--- config.mk ---
export PLATFORM = sky130hd
export DESIGN_NAME = multilevel_run_queue_scheduler
export DESIGN_NICKNAME = d
export VERILOG_FILES = /design/src/hw/rtl/mrqs_pkg.sv /design/src/hw/rtl/mrqs_datapath.sv /design/src/hw/rtl/mrqs_ctrl.sv /design/src/hw/rtl/multilevel_run_queue_scheduler.sv
export VERILOG_INCLUDE_DIRS = /design/src /design/src/hw/rtl
export SDC_FILE = /design/constraint.sdc
export NUM_CORES = 2
export LEC_CHECK = 0
export BUFFER_PORTS_ARGS = -buffer_cell sky130_fd_sc_hd__buf_2
export CAP_MARGIN = 20
export CORE_MARGIN = 3
export CORE_UTILIZATION = 35
export DETAILED_ROUTE_END_ITERATION = 10
export PLACE_DENSITY = 0.57
export SYNTH_ARGS = -nofsm -noshare
export SYNTH_HDL_FRONTEND = slang
export SYNTH_SLANG_ARGS = --single-unit
--- constraint.sdc ---
create_clock -name clk_i -period 12.3 [get_ports clk_i]
set_input_delay 1.845 -clock clk_i [delete_from_list [all_inputs] [get_ports clk_i]]
set_output_delay 1.845 -clock clk_i [all_outputs]
set_load 0.02 [all_outputs]
--- src/hw/rtl/multilevel_run_queue_scheduler_assert.svh ---
// Assertion macros for the multilevel run queue scheduler.
// Needs clk_i and rst_ni in the scope of the module that uses them.
`ifndef MULTILEVEL_RUN_QUEUE_SCHEDULER_ASSERT_SVH
`define MULTILEVEL_RUN_QUEUE_SCHEDULER_ASSERT_SVH

// property that must hold at every clock edge out of reset
`define MRQS_ASSERT(label, prop) \
  label: assert property (@(posedge clk_i) disable iff (!rst_ni) (prop)) \
    else $error("assertion failed");

// implication: cons holds in the same cycle as ante
`define MRQS_ASSERT_IMP(label, ante, cons) \
  label: assert property (@(posedge clk_i) disable iff (!rst_ni) (ante) |-> (cons)) \
    else $error("assertion failed");

`endif

--- src/hw/rtl/mrqs_pkg.sv ---
// Shared types and constants of the multilevel run queue scheduler.
// No dependencies.
`default_nettype none
package mrqs_pkg;

  localparam int QUEUES      = 3;
  localparam int QUEUE_DEPTH = 16;
  localparam int QW          = 2;   // queue field width
  localparam int IW          = 4;   // index field width
  localparam int CW          = $clog2(QUEUE_DEPTH + 1);
  localparam int SLOTS       = QUEUES * QUEUE_DEPTH;
  localparam int AW          = $clog2(SLOTS);

  localparam int PRIO_LIMIT  = 140;
  localparam int PRIO_SPLIT  = 120;
  localparam int SCALE_HI    = 20;
  localparam int SCALE_LO    = 5;
  localparam int BASE_W      = 12;  // (140-p)*20 fits in 12 bits
  localparam int PROD_W      = BASE_W + 8;

  typedef enum logic [2:0] {
    OP_INSERT = 3'd0,
    OP_SELECT = 3'd1,
    OP_DELETE = 3'd2,
    OP_MOVE   = 3'd3,
    OP_ADD    = 3'd4,
    OP_MARK   = 3'd5
  } op_e;

  typedef enum logic [1:0] {
    ST_OK        = 2'd0,
    ST_FULL      = 2'd1,
    ST_BAD_INDEX = 2'd2,
    ST_NONE      = 2'd3
  } status_e;

  typedef struct packed {
    logic [7:0]  task_id;
    logic [7:0]  prio;
    logic [1:0]  cls;
    logic [15:0] rem;
    logic        started;
    logic [31:0] turn;
  } entry_t;

  // controller to datapath
  typedef struct packed {
    logic load;
    logic chk;
    logic walk;
    logic eval;
    logic ent_rd;
    logic ent_ex;
    logic sh;
    logic sh_wr;
    logic q1;
    logic q2;
    logic q3;
  } cmd_t;

  // datapath to controller
  typedef struct packed {
    op_e  op;
    logic err;
    logic walk_has;
    logic found;
    logic last_q;
    logic sh_more;
  } stat_t;

  function automatic logic [AW-1:0] slot_addr(input logic [QW-1:0] q,
                                              input logic [IW-1:0] i);
    return AW'(q) * AW'(QUEUE_DEPTH) + AW'(i);
  endfunction

endpackage
`default_nettype wire

--- src/hw/rtl/mrqs_datapath.sv ---
// Datapath: entry memory, queue counts, walk pointers, quantum and result words.
// Depends on mrqs_pkg and the assertion header.
`default_nettype none
`include "multilevel_run_queue_scheduler_assert.svh"
module mrqs_datapath import mrqs_pkg::*; (
  input  wire logic        clk_i,
  input  wire logic        rst_ni,
  input  wire cmd_t        cmd_i,
  output stat_t            stat_o,
  input  wire logic        cfg_we_i,
  input  wire logic [7:0]  cfg_data_i,
  input  wire logic [2:0]  opcode_i,
  input  wire logic [1:0]  queue_sel_i,
  input  wire logic [1:0]  dest_queue_i,
  input  wire logic [3:0]  entry_index_i,
  input  wire logic [7:0]  task_id_i,
  input  wire logic [7:0]  task_priority_i,
  input  wire logic [1:0]  sched_class_i,
  input  wire logic [15:0] remaining_time_i,
  input  wire logic        started_flag_i,
  input  wire logic [15:0] time_slice_i,
  output logic [1:0]       status_o,
  output logic [1:0]       result_queue_o,
  output logic [3:0]       result_index_o,
  output logic [7:0]       result_task_o,
  output logic [7:0]       result_priority_o,
  output logic [1:0]       result_class_o,
  output logic [15:0]      quantum_o,
  output logic [31:0]      result_turnaround_o
);

  // captured word
  op_e           op_q;
  logic [QW-1:0] qs_q, qd_q;
  logic [IW-1:0] idx_q;
  entry_t        in_q;
  logic [15:0]   slice_q;

  // control state
  logic [CW-1:0] cnt_q [QUEUES];
  logic [7:0]    mult_q;
  logic [QW-1:0] ptr_q_q;
  logic [CW-1:0] ptr_i_q;
  logic [CW-1:0] sh_i_q;
  logic          found_q;

  // select working registers
  logic [7:0]    best_q;
  logic [IW-1:0] bi_q;
  entry_t        sel_q;
  logic [BASE_W-1:0] base_q;
  logic [PROD_W-1:0] prod_q;

  // results
  status_e     res_status_q;
  logic [1:0]  res_queue_q;
  logic [3:0]  res_index_q;
  logic [7:0]  res_task_q, res_pri_q;
  logic [1:0]  res_class_q;
  logic [15:0] res_quantum_q;
  logic [31:0] res_turn_q;

  // memory
  entry_t        mem [SLOTS];
  entry_t        rdata_q;
  logic          we;
  logic [AW-1:0] waddr, raddr;
  entry_t        wdata;

  function automatic logic [CW-1:0] cnt_of(input logic [CW-1:0] c [QUEUES],
                                           input logic [QW-1:0] q);
    logic [CW-1:0] r;
    r = '0;
    if (int'(q) < QUEUES) r = c[q];
    return r;
  endfunction

  logic [CW-1:0] cnt_qs, cnt_qd, cnt_ptr;
  logic          qs_ok, qd_ok, idx_ok;
  logic [32:0]   turn_sum;
  logic [7:0]    prio_diff;

  assign cnt_qs  = cnt_of(cnt_q, qs_q);
  assign cnt_qd  = cnt_of(cnt_q, qd_q);
  assign cnt_ptr = cnt_of(cnt_q, ptr_q_q);
  assign qs_ok   = int'(qs_q) < QUEUES;
  assign qd_ok   = int'(qd_q) < QUEUES;
  assign idx_ok  = CW'(idx_q) < cnt_qs;
  assign turn_sum  = {1'b0, rdata_q.turn} + 33'(slice_q);
  assign prio_diff = 8'(PRIO_LIMIT) - sel_q.prio;

  // status to controller
  always_comb begin
    stat_o.op       = op_q;
    stat_o.walk_has = ptr_i_q < cnt_ptr;
    stat_o.found    = found_q;
    stat_o.last_q   = int'(ptr_q_q) == QUEUES - 1;
    stat_o.sh_more  = sh_i_q < cnt_qs;
    case (op_q)
      OP_DELETE, OP_MARK: stat_o.err = !qs_ok || !idx_ok;
      OP_MOVE:            stat_o.err = !qs_ok || !qd_ok || !idx_ok ||
                                       (cnt_qd >= CW'(QUEUE_DEPTH));
      default:            stat_o.err = 1'b0;
    endcase
  end

  // memory port selection
  always_comb begin
    we    = 1'b0;
    waddr = '0;
    wdata = rdata_q;
    raddr = slot_addr(ptr_q_q, ptr_i_q[IW-1:0]);
    if (cmd_i.ent_rd) raddr = slot_addr(qs_q, idx_q);
    if (cmd_i.sh)     raddr = slot_addr(qs_q, sh_i_q[IW-1:0]);
    if (cmd_i.chk && op_q == OP_INSERT && qs_ok && cnt_qs < CW'(QUEUE_DEPTH)) begin
      we    = 1'b1;
      waddr = slot_addr(qs_q, cnt_qs[IW-1:0]);
      wdata = in_q;
    end
    if (cmd_i.eval && op_q == OP_ADD && rdata_q.started) begin
      we    = 1'b1;
      waddr = slot_addr(ptr_q_q, ptr_i_q[IW-1:0]);
      wdata.turn = turn_sum[32] ? '1 : turn_sum[31:0];
    end
    if (cmd_i.ent_ex && op_q == OP_MARK) begin
      we    = 1'b1;
      waddr = slot_addr(qs_q, idx_q);
      wdata.started = 1'b1;
    end
    if (cmd_i.ent_ex && op_q == OP_MOVE) begin
      we    = 1'b1;
      waddr = slot_addr(qd_q, cnt_qd[IW-1:0]);
    end
    if (cmd_i.sh_wr) begin
      we    = 1'b1;
      waddr = slot_addr(qs_q, IW'(sh_i_q - CW'(1)));
    end
  end

  always_ff @(posedge clk_i) begin
    if (we) mem[waddr] <= wdata;
    rdata_q <= mem[raddr];
  end

  // control registers
  always_ff @(posedge clk_i or negedge rst_ni) begin
    if (!rst_ni) begin
      for (int q = 0; q < QUEUES; q++) cnt_q[q] <= '0;
      mult_q  <= 8'd1;
      ptr_q_q <= '0;
      ptr_i_q <= '0;
      sh_i_q  <= '0;
      found_q <= 1'b0;
    end else begin
      if (cfg_we_i) mult_q <= cfg_data_i;
      if (cmd_i.load) begin
        ptr_q_q <= '0;
        ptr_i_q <= '0;
        found_q <= 1'b0;
      end
      if (cmd_i.chk && op_q == OP_INSERT && qs_ok && cnt_qs < CW'(QUEUE_DEPTH))
        cnt_q[qs_q] <= cnt_qs + CW'(1);
      if (cmd_i.walk && !stat_o.walk_has && !stat_o.last_q &&
          !(op_q == OP_SELECT && found_q)) begin
        ptr_q_q <= ptr_q_q + QW'(1);
        ptr_i_q <= '0;
      end
      if (cmd_i.eval) begin
        ptr_i_q <= ptr_i_q + CW'(1);
        if (op_q == OP_SELECT && rdata_q.prio < (found_q ? best_q : 8'(PRIO_LIMIT)))
          found_q <= 1'b1;
      end
      if (cmd_i.ent_ex) begin
        sh_i_q <= CW'(idx_q) + CW'(1);
        if (op_q == OP_MOVE) cnt_q[qd_q] <= cnt_qd + CW'(1);
      end
      if (cmd_i.sh && !stat_o.sh_more) cnt_q[qs_q] <= cnt_qs - CW'(1);
      if (cmd_i.sh_wr) sh_i_q <= sh_i_q + CW'(1);
    end
  end

  // payload and result registers
  always_ff @(posedge clk_i) begin
    if (cmd_i.load) begin
      op_q            <= op_e'(opcode_i);
      qs_q            <= queue_sel_i;
      qd_q            <= dest_queue_i;
      idx_q           <= entry_index_i;
      in_q.task_id    <= task_id_i;
      in_q.prio       <= task_priority_i;
      in_q.cls        <= sched_class_i;
      in_q.rem        <= remaining_time_i;
      in_q.started    <= started_flag_i;
      in_q.turn       <= '0;
      slice_q         <= time_slice_i;
      res_status_q    <= ST_OK;
      res_queue_q     <= '0;
      res_index_q     <= '0;
      res_task_q      <= '0;
      res_pri_q       <= '0;
      res_class_q     <= '0;
      res_quantum_q   <= '0;
      res_turn_q      <= '0;
    end
    // insert and the index checks
    if (cmd_i.chk) begin
      if (op_q == OP_INSERT) begin
        if (!qs_ok) res_status_q <= ST_BAD_INDEX;
        else if (cnt_qs >= CW'(QUEUE_DEPTH)) res_status_q <= ST_FULL;
        else begin
          res_queue_q <= qs_q;
          res_index_q <= cnt_qs[IW-1:0];
          res_task_q  <= in_q.task_id;
          res_pri_q   <= in_q.prio;
          res_class_q <= in_q.cls;
        end
      end else if (stat_o.err) begin
        res_status_q <= (op_q == OP_MOVE && qs_ok && qd_ok && idx_ok) ?
                        ST_FULL : ST_BAD_INDEX;
      end
    end
    // walk end with nothing selectable
    if (cmd_i.walk && !stat_o.walk_has && stat_o.last_q &&
        op_q == OP_SELECT && !found_q)
      res_status_q <= ST_NONE;
    // lowest priority so far
    if (cmd_i.eval && op_q == OP_SELECT &&
        rdata_q.prio < (found_q ? best_q : 8'(PRIO_LIMIT))) begin
      best_q <= rdata_q.prio;
      bi_q   <= ptr_i_q[IW-1:0];
      sel_q  <= rdata_q;
    end
    // single entry report
    if (cmd_i.ent_ex) begin
      res_task_q  <= rdata_q.task_id;
      res_pri_q   <= rdata_q.prio;
      res_class_q <= rdata_q.cls;
      res_turn_q  <= rdata_q.turn;
      if (op_q == OP_MOVE) begin
        res_queue_q <= qd_q;
        res_index_q <= (qs_q == qd_q) ? IW'(cnt_qd - CW'(1)) : cnt_qd[IW-1:0];
      end else begin
        res_queue_q <= qs_q;
        res_index_q <= idx_q;
      end
    end
    // quantum: scale, multiply, clamp
    if (cmd_i.q1) begin
      base_q <= (sel_q.prio < 8'(PRIO_SPLIT)) ?
                BASE_W'(prio_diff) * BASE_W'(SCALE_HI) :
                BASE_W'(prio_diff) * BASE_W'(SCALE_LO);
      res_queue_q <= ptr_q_q;
      res_index_q <= bi_q;
      res_task_q  <= sel_q.task_id;
      res_pri_q   <= sel_q.prio;
      res_class_q <= sel_q.cls;
      res_turn_q  <= sel_q.turn;
    end
    if (cmd_i.q2) prod_q <= PROD_W'(base_q) * PROD_W'(mult_q);
    if (cmd_i.q3) begin
      if (sel_q.cls == 2'd0 || prod_q > PROD_W'(sel_q.rem)) res_quantum_q <= sel_q.rem;
      else res_quantum_q <= prod_q[15:0];
    end
  end

  assign status_o            = res_status_q;
  assign result_queue_o      = res_queue_q;
  assign result_index_o      = res_index_q;
  assign result_task_o       = res_task_q;
  assign result_priority_o   = res_pri_q;
  assign result_class_o      = res_class_q;
  assign quantum_o           = res_quantum_q;
  assign result_turnaround_o = res_turn_q;

  `MRQS_ASSERT(a_ptr_in_range, ptr_i_q <= CW'(QUEUE_DEPTH))
  `MRQS_ASSERT(a_shift_in_range, sh_i_q <= CW'(QUEUE_DEPTH) + CW'(1))
  `MRQS_ASSERT_IMP(a_quantum_has_pick, cmd_i.q1 || cmd_i.q2 || cmd_i.q3, found_q)

endmodule
`default_nettype wire

--- src/hw/rtl/mrqs_ctrl.sv ---
// Controller state machine: sequences each operation over the datapath.
// Depends on mrqs_pkg.
`default_nettype none
module mrqs_ctrl import mrqs_pkg::*; (
  input  wire logic  clk_i,
  input  wire logic  rst_ni,
  input  wire logic  in_valid_i,
  output logic       in_ready_o,
  output logic       out_valid_o,
  input  wire logic  out_ready_i,
  input  wire stat_t stat_i,
  output cmd_t       cmd_o
);

  typedef enum logic [10:0] {
    S_IDLE   = 11'b00000000001,
    S_CHECK  = 11'b00000000010,
    S_WALK   = 11'b00000000100,
    S_EVAL   = 11'b00000001000,
    S_ENT_RD = 11'b00000010000,
    S_ENT_EX = 11'b00000100000,
    S_SH     = 11'b00001000000,
    S_SH_WR  = 11'b00010000000,
    S_Q1     = 11'b00100000000,
    S_Q2     = 11'b01000000000,
    S_DONE   = 11'b10000000000
  } state_e;

  state_e state_q, state_d;
  logic   q3_q;   // clamp step rides on the first cycle of done

  // next state
  always_comb begin
    state_d = state_q;
    case (state_q)
      S_IDLE:   if (in_valid_i) state_d = S_CHECK;
      S_CHECK: begin
        case (stat_i.op)
          OP_SELECT, OP_ADD: state_d = S_WALK;
          OP_DELETE, OP_MARK, OP_MOVE: state_d = stat_i.err ? S_DONE : S_ENT_RD;
          default: state_d = S_DONE;
        endcase
      end
      S_WALK: begin
        if (stat_i.walk_has) state_d = S_EVAL;
        else if (stat_i.op == OP_SELECT && stat_i.found) state_d = S_Q1;
        else if (stat_i.last_q) state_d = S_DONE;
      end
      S_EVAL:   state_d = S_WALK;
      S_ENT_RD: state_d = S_ENT_EX;
      S_ENT_EX: state_d = (stat_i.op == OP_MARK) ? S_DONE : S_SH;
      S_SH:     state_d = stat_i.sh_more ? S_SH_WR : S_DONE;
      S_SH_WR:  state_d = S_SH;
      S_Q1:     state_d = S_Q2;
      S_Q2:     state_d = S_DONE;
      S_DONE:   if (out_ready_i && !q3_q) state_d = S_IDLE;
      default:  state_d = S_IDLE;
    endcase
  end

  always_ff @(posedge clk_i or negedge rst_ni) begin
    if (!rst_ni) begin
      state_q <= S_IDLE;
      q3_q    <= 1'b0;
    end else begin
      state_q <= state_d;
      q3_q    <= (state_q == S_Q2);
    end
  end

  // commands
  assign in_ready_o   = (state_q == S_IDLE);
  assign out_valid_o  = (state_q == S_DONE) && !q3_q;
  assign cmd_o.load   = in_valid_i && (state_q == S_IDLE);
  assign cmd_o.chk    = (state_q == S_CHECK);
  assign cmd_o.walk   = (state_q == S_WALK);
  assign cmd_o.eval   = (state_q == S_EVAL);
  assign cmd_o.ent_rd = (state_q == S_ENT_RD);
  assign cmd_o.ent_ex = (state_q == S_ENT_EX);
  assign cmd_o.sh     = (state_q == S_SH);
  assign cmd_o.sh_wr  = (state_q == S_SH_WR);
  assign cmd_o.q1     = (state_q == S_Q1);
  assign cmd_o.q2     = (state_q == S_Q2);
  assign cmd_o.q3     = q3_q;

endmodule
`default_nettype wire

--- src/hw/rtl/multilevel_run_queue_scheduler.sv ---
// Steps: insert and error cases finish after the check; mark_started reads and
// rewrites one entry; select walks the queues in order and stops after the first
// queue holding a candidate, then computes the quantum; delete/move shift the
// later entries of the source queue; add_time visits every stored entry.
// One word at a time: a new word is taken after the result is delivered.
// Reset: asynchronous active low, all queues empty, multiplier 1, no clear pass.
`default_nettype none
module multilevel_run_queue_scheduler import mrqs_pkg::*; (
  input  wire logic        clk_i,
  input  wire logic        rst_ni,
  input  wire logic        cfg_valid_i,
  output logic             cfg_ready_o,
  input  wire logic [7:0]  cfg_data_i,
  input  wire logic        in_valid_i,
  output logic             in_ready_o,
  input  wire logic [2:0]  opcode_i,
  input  wire logic [1:0]  queue_sel_i,
  input  wire logic [1:0]  dest_queue_i,
  input  wire logic [3:0]  entry_index_i,
  input  wire logic [7:0]  task_id_i,
  input  wire logic [7:0]  task_priority_i,
  input  wire logic [1:0]  sched_class_i,
  input  wire logic [15:0] remaining_time_i,
  input  wire logic        started_flag_i,
  input  wire logic [15:0] time_slice_i,
  output logic             out_valid_o,
  input  wire logic        out_ready_i,
  output logic [1:0]       status_o,
  output logic [1:0]       result_queue_o,
  output logic [3:0]       result_index_o,
  output logic [7:0]       result_task_o,
  output logic [7:0]       result_priority_o,
  output logic [1:0]       result_class_o,
  output logic [15:0]      quantum_o,
  output logic [31:0]      result_turnaround_o
);

  cmd_t  cmd;
  stat_t stat;
  logic  cfg_we;

  // configuration is only written while idle
  assign cfg_ready_o = in_ready_o;
  assign cfg_we      = cfg_valid_i && cfg_ready_o;

  mrqs_ctrl u_ctrl (
    .clk_i       (clk_i),
    .rst_ni      (rst_ni),
    .in_valid_i  (in_valid_i),
    .in_ready_o  (in_ready_o),
    .out_valid_o (out_valid_o),
    .out_ready_i (out_ready_i),
    .stat_i      (stat),
    .cmd_o       (cmd)
  );

  mrqs_datapath u_dp (
    .clk_i               (clk_i),
    .rst_ni              (rst_ni),
    .cmd_i               (cmd),
    .stat_o              (stat),
    .cfg_we_i            (cfg_we),
    .cfg_data_i          (cfg_data_i),
    .opcode_i            (opcode_i),
    .queue_sel_i         (queue_sel_i),
    .dest_queue_i        (dest_queue_i),
    .entry_index_i       (entry_index_i),
    .task_id_i           (task_id_i),
    .task_priority_i     (task_priority_i),
    .sched_class_i       (sched_class_i),
    .remaining_time_i    (remaining_time_i),
    .started_flag_i      (started_flag_i),
    .time_slice_i        (time_slice_i),
    .status_o            (status_o),
    .result_queue_o      (result_queue_o),
    .result_index_o      (result_index_o),
    .result_task_o       (result_task_o),
    .result_priority_o   (result_priority_o),
    .result_class_o      (result_class_o),
    .quantum_o           (quantum_o),
    .result_turnaround_o (result_turnaround_o)
  );

endmodule
`default_nettype wire
Word-level counts from Yosys, hierarchy flattened

Memory sizes are Yosys's and may differ from the RTL's. A register that Yosys moved wholly into a read port is not among the register bits.
Cells that the tools add are included.

Output and inout bits: 77
Logic and storage cells: 267
Memories kept: 1
Register bits after elaboration: 286
Bits in writable memories: 3216

Reduce and logical (&&, ||, !) cells: 52
Muxes and demuxes: 115
Equality and inequality tests: 21
Order comparisons: 17
$mul: 3
Bitwise operators: 3
Add/subtract/negate cells: 17

Memories:

| name     | words | bits a word | read ports | clocked after memory_dff | write ports | line                | source |
|---|---|---|---|---|---|---|---|
| u_dp.mem | 48    | 67          | 1          | 1                        | 1           | mrqs_datapath.sv:64 | `entry_t mem [SLOTS];` |

Operators with widths:

| operator                                                           | count |
|---|---|
| 32-bit 2-to-1 mux                                                  | 5 |
| 11-bit case mux with 11 select lines                               | 1 |
| 8-bit 2-to-1 mux                                                   | 15 |
| 11-bit 2-to-1 mux                                                  | 9 |
| 5-bit 2-to-1 mux                                                   | 16 |
| 67-bit 2-to-1 mux                                                  | 1 |
| 15-bit 2-to-1 mux                                                  | 4 |
| 16-bit 2-to-1 mux                                                  | 3 |
| 2-bit 2-to-1 mux                                                   | 24 |
| 15-bit bitwise mux                                                 | 3 |
| 6-bit 2-to-1 mux                                                   | 7 |
| 6-bit by 4-bit adder with 6-bit output                             | 6 |
| 4-bit 2-to-1 mux                                                   | 9 |
| 32-bit by 16-bit adder with 33-bit output                          | 1 |
| 5-bit binary-select mux with 2-bit select                          | 3 |
| 1-bit logical AND                                                  | 27 |
| 11-bit case mux with 2 select lines                                | 1 |
| 5-bit by 1-bit adder with 5-bit output (second input constant)     | 4 |
| 5-bit demux with 2-bit select                                      | 2 |
| 20-bit by 16-bit greater-than comparator with 1-bit output         | 1 |
| 12-bit by 8-bit multiplier with 20-bit output                      | 1 |
| 11-bit by 1-bit == test with 1-bit output (second input constant)  | 1 |
| 11-bit by 10-bit == test with 1-bit output (second input constant) | 1 |
| 11-bit == test (second input constant)                             | 1 |
| 43 further kinds                                                   | 82 |

Longest topological paths before layout

Word-level depth: 14
Mapped depth: 18
Gate-level depth less buffers: 17

Hierarchy

From an unflattened synthesis, not the netlist that was laid out.

Cells, all modules: 7434
Area, all modules: 142292.7 um^2

Modules (own cells, without submodules):

| module                         | area an instance (um^2) | cells each | seq. area each (um^2) | instances |
|---|---|---|---|---|
| mrqs_datapath                  | 141411.9                | 7334       | 105702.6              | 1 |
| mrqs_ctrl                      | 867.1                   | 98         | 301.5                 | 1 |
| multilevel_run_queue_scheduler | 13.8                    | 2          | 0.0                   | 1 |

Least setup slack after synthesis

OpenSTA, ideal clock, no wires.

Path type: flip-flop to flip-flop
Start: register u_dp.qs_q[0]
End: memory u_dp.mem[1][0] (netlist name) (enable)
Stages on the path, launching flop included: 10
Path slack: 6.331 ns
Data arrival time: 5.477 ns
Path buffers: 2
Setup time: 0.493 ns
Path through: edfxtp_1 -> clkbuf_1 -> a2111oi_0 -> nand3_1 -> or3_1 -> nor2_1 -> a2111oi_0 -> or3_1 -> clkbuf_1 -> nor2_1

Longest elaborated chain between the ends: 14
Elaborated cells on any way between the ends: 24
Those cells by class: 3 x add/sub; 2 x order compare; 16 x mux; 1 x bitwise; 2 x reduce/logical

Ends and longest elaborated chain:

| item                                                   | line                 | source |
|---|---|---|
| from (decl)                                            | mrqs_datapath.sv:34  | `logic [QW-1:0] qs_q, qd_q;` |
| from (signal assigned)                                 | mrqs_datapath.sv:186 | `qs_q <= queue_sel_i;` |
| 2-bit inverter with 3-bit output (not written as such) | mrqs_datapath.sv:74  | `if (int'(q) < QUEUES) r = c[q];` |
| 5-bit binary-select mux with 2-bit select              | mrqs_datapath.sv:74  |  |
| 5-bit 2-to-1 mux (not written as such) (2 in a row)    | mrqs_datapath.sv:74  |  |
| 5-bit 2-to-1 mux                                       | mrqs_datapath.sv:74  |  |
| 5-bit less-than comparator                             | mrqs_datapath.sv:115 | `if (cmd_i.chk && op_q == OP_INSERT && qs_ok && cnt_qs < CW'(QUEUE_DEPTH)) begin` |
| 1-bit logical AND                                      | mrqs_datapath.sv:115 |  |
| 1-bit 2-to-1 mux                                       | mrqs_datapath.sv:115 |  |
| 1-bit 2-to-1 mux                                       | mrqs_datapath.sv:120 | `if (cmd_i.eval && op_q == OP_ADD && rdata_q.started) begin` |
| 1-bit 2-to-1 mux                                       | mrqs_datapath.sv:125 | `if (cmd_i.ent_ex && op_q == OP_MARK) begin` |
| 1-bit 2-to-1 mux                                       | mrqs_datapath.sv:130 | `if (cmd_i.ent_ex && op_q == OP_MOVE) begin` |
| 1-bit 2-to-1 mux                                       | mrqs_datapath.sv:134 | `if (cmd_i.sh_wr) begin` |
| 1-bit 2-to-1 mux                                       | mrqs_datapath.sv:141 | `if (we) mem[waddr] <= wdata;` |
| 1-bit 2-to-1 mux (not written as such)                 | mrqs_datapath.sv:141 |  |
| to (decl)                                              | mrqs_datapath.sv:64  |  |

Several ways; a longest one is shown, not always the timed one. The select of a mux whose other input is x is not followed.

Worst setup path in the final report

Start: register u_dp.qs_q[0]
End: memory u_dp.mem[2][28] (netlist name) (enable)

Same word-level chain as after synthesis.

==> metrics <==
Ys Warns 0; H-tree level count 5; Remaining DRCs 0; fin nets 10,800; area of the mapped netlist ~140,000 um2; Critical-path top delay cell nor2_4; Worst R2R Setup Slack ~5500 ps; RR Endpoint u_dp.mem[2][28]$_DFFE_PP_; Hold Path Depth 0; largest net degree at the start of global routing roughly 150; CP arrival about 7300 ps; syn nets between 10,000 and 15,000; Layout Utilization around two fifths; leakage ~56 nW; HPWL after detailed placement ~260,000 um; Cells after Synth around 10,000; CP required 12,820 ps; Tmin final 6770 ps; Max rail drop VDD 0.000209 V; Commonest cells post-synth edfxtp_1, nand2_1, nand3_1; R2R Path Start u_dp.qs_q[0]$_DFFE_PP_; EDFF count, synth about 3,400; Final period util a little under three fifths; DR vias/cell 5.61; top cell type's share of synthesized area between 70 and 80%; Reg clk slew, reported paths ~60 ps; Placer Congestion roughly 0.9; CTS Buf Count between 300 and 400; die height 648 um; Initial DRC Count 12,000; Worst-Skew Late Latency approximately 960 ps; final hold violation count 0; first-pass GRT wire length 644,000 um; Power Total ~34 mW; Final setup viols 0; Crit path max-delay family simple AND/OR/NAND/NOR gates; hold_sp u_dp.rdata_q[43]$_DFF_P_; number of global-route vias before repair 87,800; die width around 650 um; Rel. slew slack 12.8%; outcome complete, no violations; endpoint class of the critical path register; main flop type after synthesis edfxtp_1; unrepaired setup endpoints after global routing no; most common cell in the synthesized netlist edfxtp_1; Met2 Wirelength 208,000 um; worst path cell trace mux2i_1 -> o2bb2ai_1 -> nor3_2 -> or3_1 -> a222oi_1 -> nand3_1 -> nor2_4 -> buf_4; FF+latch count, synth between 3,000 and 4,000; CP max FO 44; IO Pins ~150; met3 WL 46,100 um; Rows 235; Area growth, synth to finish 13.6%; Synth area leader edfxtp_1; post-synthesis sequential area ratio about three quarters; Die ar. around 420,000 um2; worst hold path class register to register; Tot GR Track Use between 20% and 30%; Worst Tran Pin Value about 1300 ps; Slew Limit Fails 0; design area 164,000 um2; clk sinks about 3,600; core box area 410,000 um2; input/output buffers roughly 150; max cap viols 0; type of origin of the critical path register; routed length per instance about 28 um; Synth area leaders edfxtp_1, nand2_1, mux2i_1; slack of the critical path approximately 5500 ps; Post CTS Setup Buffer Count 0; pre-CTS setup slack 5560 ps; Layout fillers 37,400; Root Driver clkbuf_16; clk_skew about 69 ps; pwr dens 207 nW/um2; layout cell share with drive strength beyond 1 between 10% and 20%; delay of the slowest critical-path stage between 1000 and 1500 ps; async set or reset register ratio after synthesis between 1 and 1.5%; post_cts resized 0; worst-case clock buffer depth 4; WHS Endpoint u_dp.sel_q[43]$_DFFE_PP_; DRT Pass-1 Iters 8; Buf/Inv on CP 1; initial antenna violation count 22; Top Metal Used met5; total congestion overflow 0; Syn Area/Cell between 10 and 15 um2; via count approximately 90,000; hold_buf cts 0; initial core utilization about a third; wire length on met1 between 150,000 and 200,000 um; wirelength, routed 454,000 um; setup_tns 0 ps; Post-DP Area 152,000 um2; Worst path depth 8; post-synth cell types between 80 and 90; cell depth of the worst flop-to-flop path 8; fmax 148 MHz; Antenna Nets Post-Route 0; CTS tree yes; crit path kind register to register
## area by class of cell
| type | count | area [um2] | area share (%) |
|---|---|---|---|
| repair buffers | 415 | 3160 | 1.93 |
| multi-input cells | 6081 | 35800 | 21.8 |
| inverters | 137 | 515 | 0.314 |
| diodes | 6 | 15.0 | 0.00916 |
| well taps | 5451 | 6820 | 4.16 |
| clock buffers | 455 | 9610 | 5.86 |
| flip-flops and latches | 3569 | 106000 | 64.7 |
| clock inverters | 208 | 2030 | 1.24 |
## metrics by stage
stage                     std cells  hold WS, ps
after floorplan               10400          406
after global placement        15600          420
after detailed placement      15600          429
after CTS                     16300          442
after global routing          16300          461
final                         16300          445
## how the worst max path moves through the flow
stage / start / endpoint / slack [ps]
after floorplan: u_dp.qs_q[0]$_DFFE_PP_ / u_dp.mem[1][0]$_DFFE_PP_ / 6330
after global placement: u_dp.qs_q[0]$_DFFE_PP_ / u_dp.mem[22][8]$_DFFE_PP_ / 4970
after detailed placement: u_dp.qs_q[0]$_DFFE_PP_ / u_dp.mem[30][57]$_DFFE_PP_ / 5560
after CTS: u_dp.qs_q[0]$_DFFE_PP_ / u_dp.mem[30][66]$_DFFE_PP_ / 5470
after global routing: u_dp.qs_q[1]$_DFFE_PP_ / u_dp.mem[2][45]$_DFFE_PP_ / 5240
final: u_dp.qs_q[0]$_DFFE_PP_ / u_dp.mem[2][28]$_DFFE_PP_ / 5530
## flip-flops by register name, indices dropped and copies added (netlist names), 4 cells and up
register	flops
u_ctrl.state_q	11
u_dp.base_q	12
u_dp.best_q	8
u_dp.bi_q	4
u_dp.cnt_q	15
u_dp.idx_q	4
u_dp.in_q	35
u_dp.mem	3216
u_dp.mult_q	8
u_dp.prod_q	20
u_dp.ptr_i_q	5
u_dp.quantum_o	16
u_dp.rdata_q	67
u_dp.result_index_o	4
u_dp.result_priority_o	8
u_dp.result_task_o	8
u_dp.result_turnaround_o	32
u_dp.sel_q	58
u_dp.sh_i_q	5
u_dp.slice_q	16
## placed cells by master (no fill, tap or decap), types with 24 or more instances in the layout
cell type,instances
and2_1,89
nor2_4,63
buf_12,31
a32oi_1,212
buf_2,154
fa_1,62
o21a_1,63
a32o_1,73
clkbuf_1,76
clkbuf_16,365
clkinv_2,67
nor2_1,183
nand3_1,920
mux2i_1,500
dfxtp_1,93
a31oi_1,260
dfrtp_1,46
nor4_1,79
a21oi_1,115
nand2_1,2523
inv_1,134
a22oi_1,63
a22o_1,31
o21ai_0,120
xnor2_1,39
clkinv_1,75
edfxtp_1,3428
a221oi_1,63
buf_4,227
ha_1,111
nor3_1,91
a21o_1,24
nand4_1,42
bufinv_16,25
## layer usage
metal  vias up  GRT usage (%)
met2      4695           33.2
met5         -              0
met3       752           4.28
met4         8           6.65
met1     46800           29.0
li1      39200              -
## cell families after synthesis
kind of cell               share of synthesized area (%)
and+or+nand+nor                                     12.3
DFF                                                 73.5
AOI/OAI and AO/OA                                   6.11
buffers and inverters                               2.37
muxes                                               3.59
adders and majority gates                           1.82
xor gates and xnor gates                           0.352
## power breakdown
part           switching [mW]  internal [mW]
registers               0.680           15.4
clock network            4.73           6.11
logic                    5.01           2.00
total                    10.4           23.5
Power figures use the tool's default switching activity.
